===== src/s2cd_pkg.sv =====
// ----------------------------------------------------------------------------
// s2cd_pkg - shared types and constants for the seconds to calendar converter
// command and status records between controller and datapath, divider
// operation codes, controller states and the small calendar tables
// ----------------------------------------------------------------------------
`default_nettype none

package s2cd_pkg;

  // datapath widths
  localparam int DVD_W  = 32;  // divider dividend and quotient
  localparam int REM_W  = 9;   // divider remainder, divisors up to 400
  localparam int YEAR_W = 13;  // unwrapped year, also year plus 400
  localparam int DAYS_W = 16;  // whole days in a 32-bit second count
  localparam int SUM_W  = 14;  // weekday formula sum before mod 7
  localparam int BASE_W = 12;  // base year register

  localparam logic [BASE_W-1:0] BASE_YEAR_RST = 12'd2000;

  // divisors
  localparam logic [REM_W-1:0] SEC_PER_MIN  = 9'd60;
  localparam logic [REM_W-1:0] MIN_PER_HOUR = 9'd60;
  localparam logic [REM_W-1:0] HOUR_PER_DAY = 9'd24;
  localparam logic [REM_W-1:0] YEARS_C100   = 9'd100;
  localparam logic [REM_W-1:0] YEARS_C400   = 9'd400;
  localparam logic [REM_W-1:0] DAYS_WEEK    = 9'd7;

  // rounded-up reciprocals and their shifts, exact for any 32-bit dividend
  localparam logic [DVD_W-1:0] RCP_60  = 32'h8888_8889;  // ceil(2^37 / 60)
  localparam int               SH_60   = 37;
  localparam logic [DVD_W-1:0] RCP_24  = 32'hAAAA_AAAB;  // ceil(2^36 / 24)
  localparam int               SH_24   = 36;
  localparam logic [DVD_W-1:0] RCP_100 = 32'h51EB_851F;  // ceil(2^37 / 100)
  localparam int               SH_100  = 37;
  localparam int               SH_400  = 39;             // same reciprocal, 2^39 / 400
  // exact only for dividends below 2^14, which covers the weekday sum
  localparam logic [DVD_W-1:0] RCP_7   = 32'd18725;      // ceil(2^17 / 7)
  localparam int               SH_7    = 17;

  typedef enum logic [2:0] {
    DOP_SEC,   // seconds / 60
    DOP_MIN,   // minutes / 60
    DOP_HR,    // hours / 24
    DOP_BASE,  // base year mod 400
    DOP_C100,  // weekday year / 100
    DOP_C400,  // weekday year / 400
    DOP_WD     // weekday sum mod 7
  } div_op_t;

  typedef enum logic [9:0] {
    ST_IDLE  = 10'b00_0000_0001,
    ST_SEC   = 10'b00_0000_0010,
    ST_MIN   = 10'b00_0000_0100,
    ST_HR    = 10'b00_0000_1000,
    ST_BASE  = 10'b00_0001_0000,
    ST_YEAR  = 10'b00_0010_0000,
    ST_MONTH = 10'b00_0100_0000,
    ST_C100  = 10'b00_1000_0000,
    ST_C400  = 10'b01_0000_0000,
    ST_WD    = 10'b10_0000_0000
  } state_t;

  typedef struct packed {
    logic    div_go;
    div_op_t go_op;
    logic    div_cap;
    div_op_t cap_op;
    logic    year_step;
    logic    month_step;
  } ctrl_cmd_t;

  typedef struct packed {
    logic div_done;
    logic year_fit;
    logic month_done;
  } dp_stat_t;

  // days in month, month index from 0
  function automatic logic [4:0] month_len(input logic [3:0] m, input logic leap);
    logic [4:0] len;
    unique case (m)
      4'd0:    len = 5'd31;
      4'd1:    len = leap ? 5'd29 : 5'd28;
      4'd2:    len = 5'd31;
      4'd3:    len = 5'd30;
      4'd4:    len = 5'd31;
      4'd5:    len = 5'd30;
      4'd6:    len = 5'd31;
      4'd7:    len = 5'd31;
      4'd8:    len = 5'd30;
      4'd9:    len = 5'd31;
      4'd10:   len = 5'd30;
      4'd11:   len = 5'd31;
      default: len = 5'd31;
    endcase
    return len;
  endfunction

  // floor(3 * (mm + 1) / 5) for march-based month numbers 3 to 14
  function automatic logic [3:0] kl_month_term(input logic [3:0] mm);
    logic [3:0] t;
    unique case (mm)
      4'd3:    t = 4'd2;
      4'd4:    t = 4'd3;
      4'd5:    t = 4'd3;
      4'd6:    t = 4'd4;
      4'd7:    t = 4'd4;
      4'd8:    t = 4'd5;
      4'd9:    t = 4'd6;
      4'd10:   t = 4'd6;
      4'd11:   t = 4'd7;
      4'd12:   t = 4'd7;
      4'd13:   t = 4'd8;
      4'd14:   t = 4'd9;
      default: t = 4'd0;
    endcase
    return t;
  endfunction

endpackage

`default_nettype wire


===== src/s2cd_div.sv =====
// ----------------------------------------------------------------------------
// s2cd_div - constant divider by reciprocal multiplication
// pipeline: operand capture, multiply, quotient by shift, remainder by back-multiply
// ----------------------------------------------------------------------------
`default_nettype none

module s2cd_div (
  input  wire logic                           clk,
  input  wire logic                           rst_n,
  input  wire logic                           go,
  input  wire s2cd_pkg::div_op_t              op_in,
  input  wire logic [s2cd_pkg::DVD_W-1:0]     dvd_in,
  output logic                                done,
  output logic      [s2cd_pkg::DVD_W-1:0]     quo,
  output logic      [s2cd_pkg::REM_W-1:0]     rem
);

  localparam int DVD_W = s2cd_pkg::DVD_W;
  localparam int REM_W = s2cd_pkg::REM_W;
  localparam int PRD_W = 2 * DVD_W;

  logic [3:0]        vld_r;
  s2cd_pkg::div_op_t op_r;
  logic [DVD_W-1:0]  dvd_r;
  logic [PRD_W-1:0]  prod_r;
  logic [DVD_W-1:0]  quo_r;
  logic [REM_W-1:0]  rem_r;

  logic [DVD_W-1:0]  rcp;
  logic [DVD_W-1:0]  quo_nxt;
  logic [DVD_W-1:0]  qd;
  logic [DVD_W-1:0]  rem_full;

  // reciprocal and quotient bits per operation
  always_comb begin
    case (op_r) inside
      s2cd_pkg::DOP_SEC, s2cd_pkg::DOP_MIN: begin
        rcp     = s2cd_pkg::RCP_60;
        quo_nxt = DVD_W'(prod_r[PRD_W-1:s2cd_pkg::SH_60]);
      end
      s2cd_pkg::DOP_HR: begin
        rcp     = s2cd_pkg::RCP_24;
        quo_nxt = DVD_W'(prod_r[PRD_W-1:s2cd_pkg::SH_24]);
      end
      s2cd_pkg::DOP_BASE, s2cd_pkg::DOP_C400: begin
        rcp     = s2cd_pkg::RCP_100;
        quo_nxt = DVD_W'(prod_r[PRD_W-1:s2cd_pkg::SH_400]);
      end
      s2cd_pkg::DOP_C100: begin
        rcp     = s2cd_pkg::RCP_100;
        quo_nxt = DVD_W'(prod_r[PRD_W-1:s2cd_pkg::SH_100]);
      end
      s2cd_pkg::DOP_WD: begin
        rcp     = s2cd_pkg::RCP_7;
        quo_nxt = DVD_W'(prod_r[PRD_W-1:s2cd_pkg::SH_7]);
      end
      default: begin
        rcp     = '0;
        quo_nxt = '0;
      end
    endcase
  end

  // quotient times divisor, each arm a constant multiply
  always_comb begin
    case (op_r)
      s2cd_pkg::DOP_SEC:  qd = quo_r * DVD_W'(s2cd_pkg::SEC_PER_MIN);
      s2cd_pkg::DOP_MIN:  qd = quo_r * DVD_W'(s2cd_pkg::MIN_PER_HOUR);
      s2cd_pkg::DOP_HR:   qd = quo_r * DVD_W'(s2cd_pkg::HOUR_PER_DAY);
      s2cd_pkg::DOP_BASE: qd = quo_r * DVD_W'(s2cd_pkg::YEARS_C400);
      s2cd_pkg::DOP_C100: qd = quo_r * DVD_W'(s2cd_pkg::YEARS_C100);
      s2cd_pkg::DOP_C400: qd = quo_r * DVD_W'(s2cd_pkg::YEARS_C400);
      s2cd_pkg::DOP_WD:   qd = quo_r * DVD_W'(s2cd_pkg::DAYS_WEEK);
      default:            qd = '0;
    endcase
    // remainder stays below the divisor, so the low bits hold it
    rem_full = dvd_r - qd;
  end

  always_ff @(posedge clk) begin
    if (!rst_n) begin
      vld_r <= '0;
    end else begin
      vld_r <= {vld_r[2:0], go};
    end
  end

  always_ff @(posedge clk) begin
    if (go) begin
      dvd_r <= dvd_in;
      op_r  <= op_in;
    end
    if (vld_r[0]) begin
      prod_r <= PRD_W'(dvd_r) * PRD_W'(rcp);
    end
    if (vld_r[1]) begin
      quo_r <= quo_nxt;
    end
    if (vld_r[2]) begin
      rem_r <= rem_full[REM_W-1:0];
    end
  end

  assign done = vld_r[3];
  assign quo  = quo_r;
  assign rem  = rem_r;

endmodule

`default_nettype wire


===== src/s2cd_dp.sv =====
// ----------------------------------------------------------------------------
// s2cd_dp - datapath of the seconds to calendar converter
// base year register, shared divider, year and month peeling, weekday sum
// and the result registers
// ----------------------------------------------------------------------------
`default_nettype none

module s2cd_dp (
  input  wire logic                            clk,
  input  wire logic                            rst_n,
  input  wire logic [31:0]                     in_elapsed_seconds,
  input  wire logic                            cfg_we,
  input  wire logic [s2cd_pkg::BASE_W-1:0]     cfg_base_year,
  input  wire s2cd_pkg::ctrl_cmd_t             cmd,
  output s2cd_pkg::dp_stat_t                   stat,
  output logic                                 out_valid,
  output logic      [11:0]                     out_year,
  output logic      [3:0]                      out_month,
  output logic      [4:0]                      out_day,
  output logic      [4:0]                      out_hour,
  output logic      [5:0]                      out_minute,
  output logic      [5:0]                      out_second,
  output logic      [2:0]                      out_weekday
);

  localparam int DVD_W  = s2cd_pkg::DVD_W;
  localparam int REM_W  = s2cd_pkg::REM_W;
  localparam int YEAR_W = s2cd_pkg::YEAR_W;
  localparam int DAYS_W = s2cd_pkg::DAYS_W;
  localparam int SUM_W  = s2cd_pkg::SUM_W;
  localparam int BASE_W = s2cd_pkg::BASE_W;

  // year mod 100 from year mod 400
  function automatic logic [6:0] mod100(input logic [REM_W-1:0] r400);
    logic [REM_W-1:0] r;
    if (r400 >= 9'd300)      r = r400 - 9'd300;
    else if (r400 >= 9'd200) r = r400 - 9'd200;
    else if (r400 >= 9'd100) r = r400 - 9'd100;
    else                     r = r400;
    return r[6:0];
  endfunction

  logic [BASE_W-1:0] base_year_r;

  logic [5:0]        sec_r;
  logic [5:0]        min_r;
  logic [4:0]        hour_r;
  logic [DAYS_W-1:0] days_r;
  logic [YEAR_W-1:0] year_r;
  logic [REM_W-1:0]  r400_r;
  logic [6:0]        r100_r;
  logic [3:0]        m_r;
  logic [5:0]        c100_r;

  logic              out_valid_r;
  logic              out_valid_nxt;
  logic [11:0]       out_year_r;
  logic [3:0]        out_month_r;
  logic [4:0]        out_day_r;
  logic [4:0]        out_hour_r;
  logic [5:0]        out_minute_r;
  logic [5:0]        out_second_r;
  logic [2:0]        out_weekday_r;

  logic              div_done;
  logic [DVD_W-1:0]  div_quo;
  logic [REM_W-1:0]  div_rem;
  logic [DVD_W-1:0]  div_dvd;

  logic              leap;
  logic [8:0]        ylen;
  logic [4:0]        mlen;
  logic [3:0]        mm_kl;
  logic [YEAR_W-1:0] yy;
  logic [SUM_W-1:0]  wd_sum;

  // configuration register
  always_ff @(posedge clk) begin
    if (!rst_n) begin
      base_year_r <= s2cd_pkg::BASE_YEAR_RST;
    end else if (cfg_we) begin
      base_year_r <= cfg_base_year;
    end
  end

  // leap status of the current year from its mod counters
  always_comb begin
    leap = (year_r[1:0] == 2'd0) && ((r100_r != 7'd0) || (r400_r == '0));
    ylen = leap ? 9'd366 : 9'd365;
    mlen = s2cd_pkg::month_len(m_r, leap);
    stat.div_done   = div_done;
    stat.year_fit   = (days_r < DAYS_W'(ylen));
    stat.month_done = (m_r == 4'd11) || (days_r < DAYS_W'(mlen));
  end

  // weekday formula terms, jan and feb as months 13 and 14 of the year before
  always_comb begin
    if (m_r < 4'd2) begin
      mm_kl = m_r + 4'd13;
      yy    = year_r + YEAR_W'(399);
    end else begin
      mm_kl = m_r + 4'd1;
      yy    = year_r + YEAR_W'(400);
    end
    // year / 400 is taken straight off the divider as it finishes
    wd_sum = SUM_W'(days_r[4:0]) + SUM_W'(1)
           + SUM_W'({mm_kl, 1'b0})
           + SUM_W'(s2cd_pkg::kl_month_term(mm_kl))
           + SUM_W'(yy) + SUM_W'(yy[YEAR_W-1:2])
           - SUM_W'(c100_r) + SUM_W'(div_quo[3:0]);
  end

  // divider operand selection
  always_comb begin
    case (cmd.go_op)
      s2cd_pkg::DOP_SEC:  div_dvd = in_elapsed_seconds;
      s2cd_pkg::DOP_MIN:  div_dvd = div_quo;
      s2cd_pkg::DOP_HR:   div_dvd = div_quo;
      s2cd_pkg::DOP_BASE: div_dvd = DVD_W'(base_year_r);
      s2cd_pkg::DOP_C100: div_dvd = DVD_W'(yy);
      s2cd_pkg::DOP_C400: div_dvd = DVD_W'(yy);
      s2cd_pkg::DOP_WD:   div_dvd = DVD_W'(wd_sum);
      default:            div_dvd = '0;
    endcase
  end

  s2cd_div u_div (
    .clk    (clk),
    .rst_n  (rst_n),
    .go     (cmd.div_go),
    .op_in  (cmd.go_op),
    .dvd_in (div_dvd),
    .done   (div_done),
    .quo    (div_quo),
    .rem    (div_rem)
  );

  // working registers
  always_ff @(posedge clk) begin
    if (cmd.div_cap) begin
      case (cmd.cap_op)
        s2cd_pkg::DOP_SEC:  sec_r  <= div_rem[5:0];
        s2cd_pkg::DOP_MIN:  min_r  <= div_rem[5:0];
        s2cd_pkg::DOP_HR: begin
          hour_r <= div_rem[4:0];
          days_r <= div_quo[DAYS_W-1:0];
        end
        s2cd_pkg::DOP_BASE: begin
          year_r <= YEAR_W'(base_year_r);
          r400_r <= div_rem;
          r100_r <= mod100(div_rem);
          m_r    <= 4'd0;
        end
        s2cd_pkg::DOP_C100: c100_r <= div_quo[5:0];
        default: ;
      endcase
    end else if (cmd.year_step) begin
      days_r <= days_r - DAYS_W'(ylen);
      year_r <= year_r + 1'b1;
      r400_r <= (r400_r == 9'd399) ? 9'd0 : r400_r + 1'b1;
      r100_r <= (r100_r == 7'd99) ? 7'd0 : r100_r + 1'b1;
    end else if (cmd.month_step) begin
      days_r <= days_r - DAYS_W'(mlen);
      m_r    <= m_r + 1'b1;
    end
  end

  // result registers
  assign out_valid_nxt = cmd.div_cap && (cmd.cap_op == s2cd_pkg::DOP_WD);

  always_ff @(posedge clk) begin
    if (!rst_n) begin
      out_valid_r <= 1'b0;
    end else begin
      out_valid_r <= out_valid_nxt;
    end
  end

  always_ff @(posedge clk) begin
    if (out_valid_nxt) begin
      out_year_r    <= year_r[11:0];
      out_month_r   <= m_r + 4'd1;
      out_day_r     <= days_r[4:0] + 5'd1;
      out_hour_r    <= hour_r;
      out_minute_r  <= min_r;
      out_second_r  <= sec_r;
      out_weekday_r <= div_rem[2:0];
    end
  end

  assign out_valid   = out_valid_r;
  assign out_year    = out_year_r;
  assign out_month   = out_month_r;
  assign out_day     = out_day_r;
  assign out_hour    = out_hour_r;
  assign out_minute  = out_minute_r;
  assign out_second  = out_second_r;
  assign out_weekday = out_weekday_r;

endmodule

`default_nettype wire


===== src/s2cd_ctrl.sv =====
// ----------------------------------------------------------------------------
// s2cd_ctrl - controller of the seconds to calendar converter
// sequences the seven divisions and the year and month loops
// ----------------------------------------------------------------------------
`default_nettype none

module s2cd_ctrl (
  input  wire logic                  clk,
  input  wire logic                  rst_n,
  input  wire logic                  start,
  input  wire s2cd_pkg::dp_stat_t    stat,
  output logic                       busy,
  output s2cd_pkg::ctrl_cmd_t        cmd
);

  function automatic logic is_div(input s2cd_pkg::state_t s);
    logic r;
    unique case (s) inside
      s2cd_pkg::ST_SEC, s2cd_pkg::ST_MIN, s2cd_pkg::ST_HR, s2cd_pkg::ST_BASE,
      s2cd_pkg::ST_C100, s2cd_pkg::ST_C400, s2cd_pkg::ST_WD: r = 1'b1;
      default: r = 1'b0;
    endcase
    return r;
  endfunction

  function automatic s2cd_pkg::div_op_t op_of(input s2cd_pkg::state_t s);
    s2cd_pkg::div_op_t op;
    unique case (s)
      s2cd_pkg::ST_MIN:  op = s2cd_pkg::DOP_MIN;
      s2cd_pkg::ST_HR:   op = s2cd_pkg::DOP_HR;
      s2cd_pkg::ST_BASE: op = s2cd_pkg::DOP_BASE;
      s2cd_pkg::ST_C100: op = s2cd_pkg::DOP_C100;
      s2cd_pkg::ST_C400: op = s2cd_pkg::DOP_C400;
      s2cd_pkg::ST_WD:   op = s2cd_pkg::DOP_WD;
      default:           op = s2cd_pkg::DOP_SEC;
    endcase
    return op;
  endfunction

  s2cd_pkg::state_t state_r;
  s2cd_pkg::state_t state_nxt;

  always_comb begin
    state_nxt = state_r;
    unique case (state_r)
      s2cd_pkg::ST_IDLE:  if (start)           state_nxt = s2cd_pkg::ST_SEC;
      s2cd_pkg::ST_SEC:   if (stat.div_done)   state_nxt = s2cd_pkg::ST_MIN;
      s2cd_pkg::ST_MIN:   if (stat.div_done)   state_nxt = s2cd_pkg::ST_HR;
      s2cd_pkg::ST_HR:    if (stat.div_done)   state_nxt = s2cd_pkg::ST_BASE;
      s2cd_pkg::ST_BASE:  if (stat.div_done)   state_nxt = s2cd_pkg::ST_YEAR;
      s2cd_pkg::ST_YEAR:  if (stat.year_fit)   state_nxt = s2cd_pkg::ST_MONTH;
      s2cd_pkg::ST_MONTH: if (stat.month_done) state_nxt = s2cd_pkg::ST_C100;
      s2cd_pkg::ST_C100:  if (stat.div_done)   state_nxt = s2cd_pkg::ST_C400;
      s2cd_pkg::ST_C400:  if (stat.div_done)   state_nxt = s2cd_pkg::ST_WD;
      s2cd_pkg::ST_WD:    if (stat.div_done)   state_nxt = s2cd_pkg::ST_IDLE;
      default:                                 state_nxt = s2cd_pkg::ST_IDLE;
    endcase
  end

  always_ff @(posedge clk) begin
    if (!rst_n) begin
      state_r <= s2cd_pkg::ST_IDLE;
    end else begin
      state_r <= state_nxt;
    end
  end

  // a division is launched on entry to its state, captured when it finishes
  always_comb begin
    cmd.div_go     = is_div(state_nxt) && (state_nxt != state_r);
    cmd.go_op      = op_of(state_nxt);
    cmd.div_cap    = is_div(state_r) && stat.div_done;
    cmd.cap_op     = op_of(state_r);
    cmd.year_step  = (state_r == s2cd_pkg::ST_YEAR) && !stat.year_fit;
    cmd.month_step = (state_r == s2cd_pkg::ST_MONTH) && !stat.month_done;
  end

  assign busy = (state_r != s2cd_pkg::ST_IDLE);

endmodule

`default_nettype wire


===== src/seconds_to_calendar_date.sv =====
// ----------------------------------------------------------------------------
// seconds_to_calendar_date - elapsed seconds to gregorian date and weekday
// splits a 32-bit second count since 1 january of a configurable base year
// into year, month, day, hour, minute, second and weekday (0 is monday)
//
//   channel  | ports                                   | transaction
//   ---------+-----------------------------------------+---------------------------
//   input    | start, busy, in_elapsed_seconds         | start high while busy low
//   result   | out_valid, out_year .. out_weekday      | out_valid high, one cycle
//   config   | cfg_we, cfg_base_year                   | cfg_we high
//
// busy stays high through seven divisions plus one step per whole year and one per
// whole month peeled off
// the result strobe comes in the same cycle that busy falls, which may already
// accept the next transaction
// results are held in their own registers, the receiver cannot stall them
// synchronous active-low reset returns to idle with base year 2000
// ----------------------------------------------------------------------------
`default_nettype none

module seconds_to_calendar_date (
  input  wire logic        clk,
  input  wire logic        rst_n,
  // input channel
  input  wire logic        start,
  output logic             busy,
  input  wire logic [31:0] in_elapsed_seconds,
  // configuration
  input  wire logic        cfg_we,
  input  wire logic [11:0] cfg_base_year,
  // result channel
  output logic             out_valid,
  output logic      [11:0] out_year,
  output logic      [3:0]  out_month,
  output logic      [4:0]  out_day,
  output logic      [4:0]  out_hour,
  output logic      [5:0]  out_minute,
  output logic      [5:0]  out_second,
  output logic      [2:0]  out_weekday
);

  // command and status between controller and datapath
  s2cd_pkg::ctrl_cmd_t cmd;
  s2cd_pkg::dp_stat_t  stat;

  // datapath: divider, year and month loops, weekday sum, result registers
  s2cd_dp u_dp (
    .clk                (clk),
    .rst_n              (rst_n),
    .in_elapsed_seconds (in_elapsed_seconds),
    .cfg_we             (cfg_we),
    .cfg_base_year      (cfg_base_year),
    .cmd                (cmd),
    .stat               (stat),
    .out_valid          (out_valid),
    .out_year           (out_year),
    .out_month          (out_month),
    .out_day            (out_day),
    .out_hour           (out_hour),
    .out_minute         (out_minute),
    .out_second         (out_second),
    .out_weekday        (out_weekday)
  );

  // controller: one transaction at a time, input sampled on acceptance
  s2cd_ctrl u_ctrl (
    .clk   (clk),
    .rst_n (rst_n),
    .start (start),
    .stat  (stat),
    .busy  (busy),
    .cmd   (cmd)
  );

`ifndef SYNTHESIS
  // an accepted transaction always keeps the block busy in the next cycle
  a_accept_busy: assert property (@(posedge clk) disable iff (!rst_n)
    (start && !busy) |=> busy)
    else $error("busy not raised after an accepted transaction");

  // a result only closes a transaction that was in flight
  a_result_closes: assert property (@(posedge clk) disable iff (!rst_n)
    out_valid |-> ($past(busy) && !busy))
    else $error("result strobe without a transaction in flight");

  // results are never on consecutive cycles
  a_single_strobe: assert property (@(posedge clk) disable iff (!rst_n)
    out_valid |=> !out_valid)
    else $error("result strobe longer than one cycle");

  // month, weekday and day stay in their ranges
  a_ranges: assert property (@(posedge clk) disable iff (!rst_n)
    out_valid |-> ((out_month != 4'd0) && (out_month <= 4'd12)
                   && (out_weekday <= 3'd6) && (out_day != 5'd0)))
    else $error("result field out of range");
`endif

endmodule

`default_nettype wire

===== config.mk =====
export PLATFORM = sky130hd
export DESIGN_NAME = seconds_to_calendar_date
export DESIGN_NICKNAME = d
export VERILOG_FILES = /design/src/s2cd_pkg.sv /design/src/s2cd_div.sv /design/src/s2cd_dp.sv /design/src/s2cd_ctrl.sv /design/src/seconds_to_calendar_date.sv
export SDC_FILE = /design/constraint.sdc
export NUM_CORES = 2
export LEC_CHECK = 0
export BUFFER_PORTS_ARGS = -buffer_cell sky130_fd_sc_hd__clkbuf_2
export CORE_ASPECT_RATIO = 1.1
export CORE_MARGIN = 5
export CORE_UTILIZATION = 55
export CTS_CLUSTER_DIAMETER = 30
export DETAILED_ROUTE_END_ITERATION = 10
export PLACE_DENSITY = 0.71
export REMOVE_ABC_BUFFERS = 1
export SLEW_MARGIN = 20
export SYNTH_ARGS = -nofsm -noshare
export SYNTH_HDL_FRONTEND = slang
export SYNTH_HIERARCHICAL = 1
export SYNTH_SLANG_ARGS = --single-unit

===== constraint.sdc =====
create_clock -name clk -period 10.6 [get_ports clk]
set_input_delay 1.06 -clock clk [delete_from_list [all_inputs] [get_ports clk]]
set_output_delay 1.06 -clock clk [all_outputs]
set_load 0.1 [all_outputs]

==> run_results.csv <==
group,metric,value,unit
run_status,status,"finished clean",
die,num_rows,108,
cells_and_area,fin_nets,5753,
logic_synthesis,netlist.area_leader.share,34.67,%
drt,antenna_left,0,
worst_hold_path,min_path_type,"reg -> reg",
die,dieArea,85770,sq um
sta,max_freq,101.3,MHz
die,die_h,306.7,microns
cts,cts_buffer_depth,3,
drt,vias,32218,
drt,drt_iter0_markers,3173,
setup_path,cpMostUsedCell,"fa_1",
sta,drv_slew,0,
setup_path,r2r_cells,28,
global_route,grt_first_pass_wirelength,209.7,mm
cells_and_area,syn2layout_area_growth,6.770,%
logic_synthesis,synth_area_leader_cell,"fa_1",
global_route,grt_pass1_vias,34595,
setup_path,cp_slowest_cell,"xor2_2",
drt,viasPerCell,5.841,
cts,cts_buffers,42,
setup_path,critPathArrivalTime,10.17,ns
logic_synthesis,synth_area,44000,sq um
logic_synthesis,ys_seq_area_share,17.33,%
drt,firstDrtPassIters,6,
cts,cts_sinks,263,
sta,finalSetupViolations,0,
logic_synthesis,synth_cell_types,101,
global_route,grt.overflow.total,0,
sta,fin_crit,9.872,ns
logic_synthesis,synth_edf_count,236,
cts,cts_resized,0,
sta,rsz0062_at_grt,"false",
logic_synthesis,async_reset_ff_share,0,%
die,fp.coreArea,79190,sq um
setup_path,timing.rr.start,"u_dp/u_div/op_r[2]",
setup_path,cp.depth,28,
logic_synthesis,synth_area_per_cell,9.969,sq um
die,die-width,279.7,microns
worst_hold_path,min_path_cells,0,
worst_hold_path,hold_path_end,"u_dp/out_hour[4]",
logic_synthesis,synth_warnings,6,
drt,routed_wl,136.5,mm
cts,post_cts_buffers,0,
cts,htree_levels,2,
logic_synthesis,netlist_instances,4414,
run,max_cap_viol_count,0,
sta,slew_headroom,30.38,%
sta,fin_crit_sh,93.13,%
setup_path,crit_path_start_kind,"flop",
sta,finalClockSkew,0.02628,ns
placement,routabilityCongestion,1.062,
setup_path,cp_slowest_stage_delay,0.75,ns
die,ios,91,
setup_path,crit_fanout,18,
sta,worst_hold_slack,0.4151,ns
drt,drc_errors,0,
setup_path,crit_family,"adder cells",
logic_synthesis,synthFlopType,"edfxtp_1",
setup_path,reg2reg_to,"u_dp/u_div/prod_r[63]",
cells_and_area,drive_gt1_share,6.085,%
setup_path,cp-end-kind,"flop",
die,initial_utilization,55.57,%
cts,clk_latency,0.55,ns
setup_path,reg2reg_slack,0.73,ns
cts,clockRootBuffer,"clkbuf_16",
sta,hold_viol_final,0,
global_route,grt_antenna_before_repair,4,
global_route,grt_max_degree,90,
setup_path,criticalPathCategory,"reg -> reg",
placement,dp_hpwl,115.2,mm
global_route,grt_use_total,32.35,%
placement,portBuffers,90,
sta,worst_slew_pin_slew,1.042,ns
worst_hold_path,holdCritStartpoint,"u_dp/hour_r[4]",
drt,post_drt_wl_per_cell,24.75,microns
setup_path,required,10.89,ns
cts,cts_tree,"yes",
cts,holdBufCountCts,0,
setup_path,cp.buffers_inverters,7,
logic_synthesis,synth.area.top_cells,"fa_1 35%, edfxtp_1 16%, ha_1 14%",
cts,path_clk_slew,0.06,ns
logic_synthesis,synth-seq-cells,263,
-- worst register-to-register path: cells and delay by family, from the launching register on --
kind	cells	cell delay, ns
xor+xnor	1	0.75
simple gates	6	1.48
fa+ha+maj	9	4.37
flops	1	0.54
buf+inv	7	0.91
compound gates	5	1.59
-- per-layer routing --
layer / vias up / wire length, microns / GRT usage (%)
met5: - / 12 / 0
met4: 2 / 10830 / 19.46
met3: 434 / 10780 / 4.879
met2: 1591 / 63960 / 52.89
met1: 16075 / 50940 / 40.99
li1: 14116 / - / -
-- through the flow --
| step | utilization, % | setup WS (ns) | area [sq um] | setup TNS [ns] | instances |
|---|---|---|---|---|---|
| after floorplan | - | -0.7430 | 43340 | -6.211 | 4251 |
| after global placement | 57.51 | 1.082 | 45540 | 0 | 5437 |
| after detailed placement | 57.51 | 0.9932 | 45540 | 0 | 5437 |
| after CTS | 59.33 | 0.9304 | 46980 | 0 | 5515 |
| after global routing | 59.33 | 0.4327 | 46980 | 0 | 5515 |
| final | 59.33 | 0.7281 | 46980 | 0 | 5516 |
-- synthesized netlist by cell type (41+ instances only) --
cell,instances
ha_1,507
a21oi_1,164
fa_1,762
nor2b_1,53
o21ai_0,118
a21o_1,57
edfxtp_1,236
clkbuf_1,125
xor2_1,58
a211oi_1,41
inv_1,1057
and2_1,148
and3_1,42
nor2_1,97
xnor2_1,84
nand2_1,335
-- logic make-up after synthesis --
| logic type | count (synthesis) | synth area share [%] |
|---|---|---|
| fa+ha+maj | 1269 | 49.08 |
| buf+inv | 1224 | 10.57 |
| simple gates | 860 | 9.855 |
| compound gates | 598 | 8.843 |
| flops | 263 | 17.33 |
| xor+xnor | 143 | 2.863 |
| mux | 56 | 1.450 |
| other cells | 1 | 0.008522 |
-- worst max-delay path by stage --
stage                                        to                from
after global placement    u_dp/u_div/prod_r[63]  u_dp/u_div/op_r[1]
after detailed placement  u_dp/u_div/prod_r[63]  u_dp/u_div/op_r[2]
after global routing      u_dp/u_div/prod_r[59]  u_dp/u_div/op_r[2]
final                     u_dp/u_div/prod_r[63]  u_dp/u_div/op_r[2]
after CTS                 u_dp/u_div/prod_r[63]  u_dp/u_div/op_r[2]
after floorplan           u_dp/u_div/prod_r[63]  u_dp/u_div/op_r[1]
-- flip-flops by register name (all words and copies together) (netlist names), 7 cells and up --
name               flops
u_ctrl/state_r        10
u_dp/base_year_r      12
u_dp/days_r           16
u_dp/out_year         12
u_dp/r100_r            7
u_dp/r400_r            9
u_dp/u_div/dvd_r      32
u_dp/u_div/prod_r     47
u_dp/u_div/quo        32
u_dp/u_div/rem         9
u_dp/year_r           13
-- layout by cell type, fill, tap and decap left out, types with 25 or more instances in the layout --
master,netlist,final
clkbuf_16,0,43
a21o_1,57,57
nand2_1,335,335
mux2i_1,39,39
a21oi_1,164,163
nand4_1,36,36
a211oi_1,41,41
buf_4,2,51
and3_1,42,42
xor2_1,58,57
a31oi_1,39,38
nor2_1,97,94
ha_1,507,507
edfxtp_1,236,236
a22o_1,25,25
o21ai_0,118,117
nand3_1,39,39
inv_1,1057,1056
xnor2_1,84,84
nor2b_1,53,52
and2_1,148,148
nor3_1,32,31
clkbuf_2,2,90
fa_1,762,762
dfxtp_1,27,26
-- cell type report --
type                    instances  area (sq um)
fillers                      6816         32200
inverters                    1058          3971
well taps                    1045          1308
clock inverters                30         321.6
repair buffers                141         833.3
flip-flops and latches        263          7631
clock buffers                  48          1115
multi-input cells            2930         31800
diodes                          1         2.502
Power is left out: the tool's default activity adds up to more than one toggle a clock period on the data nets, which glitch-free logic cannot reach.
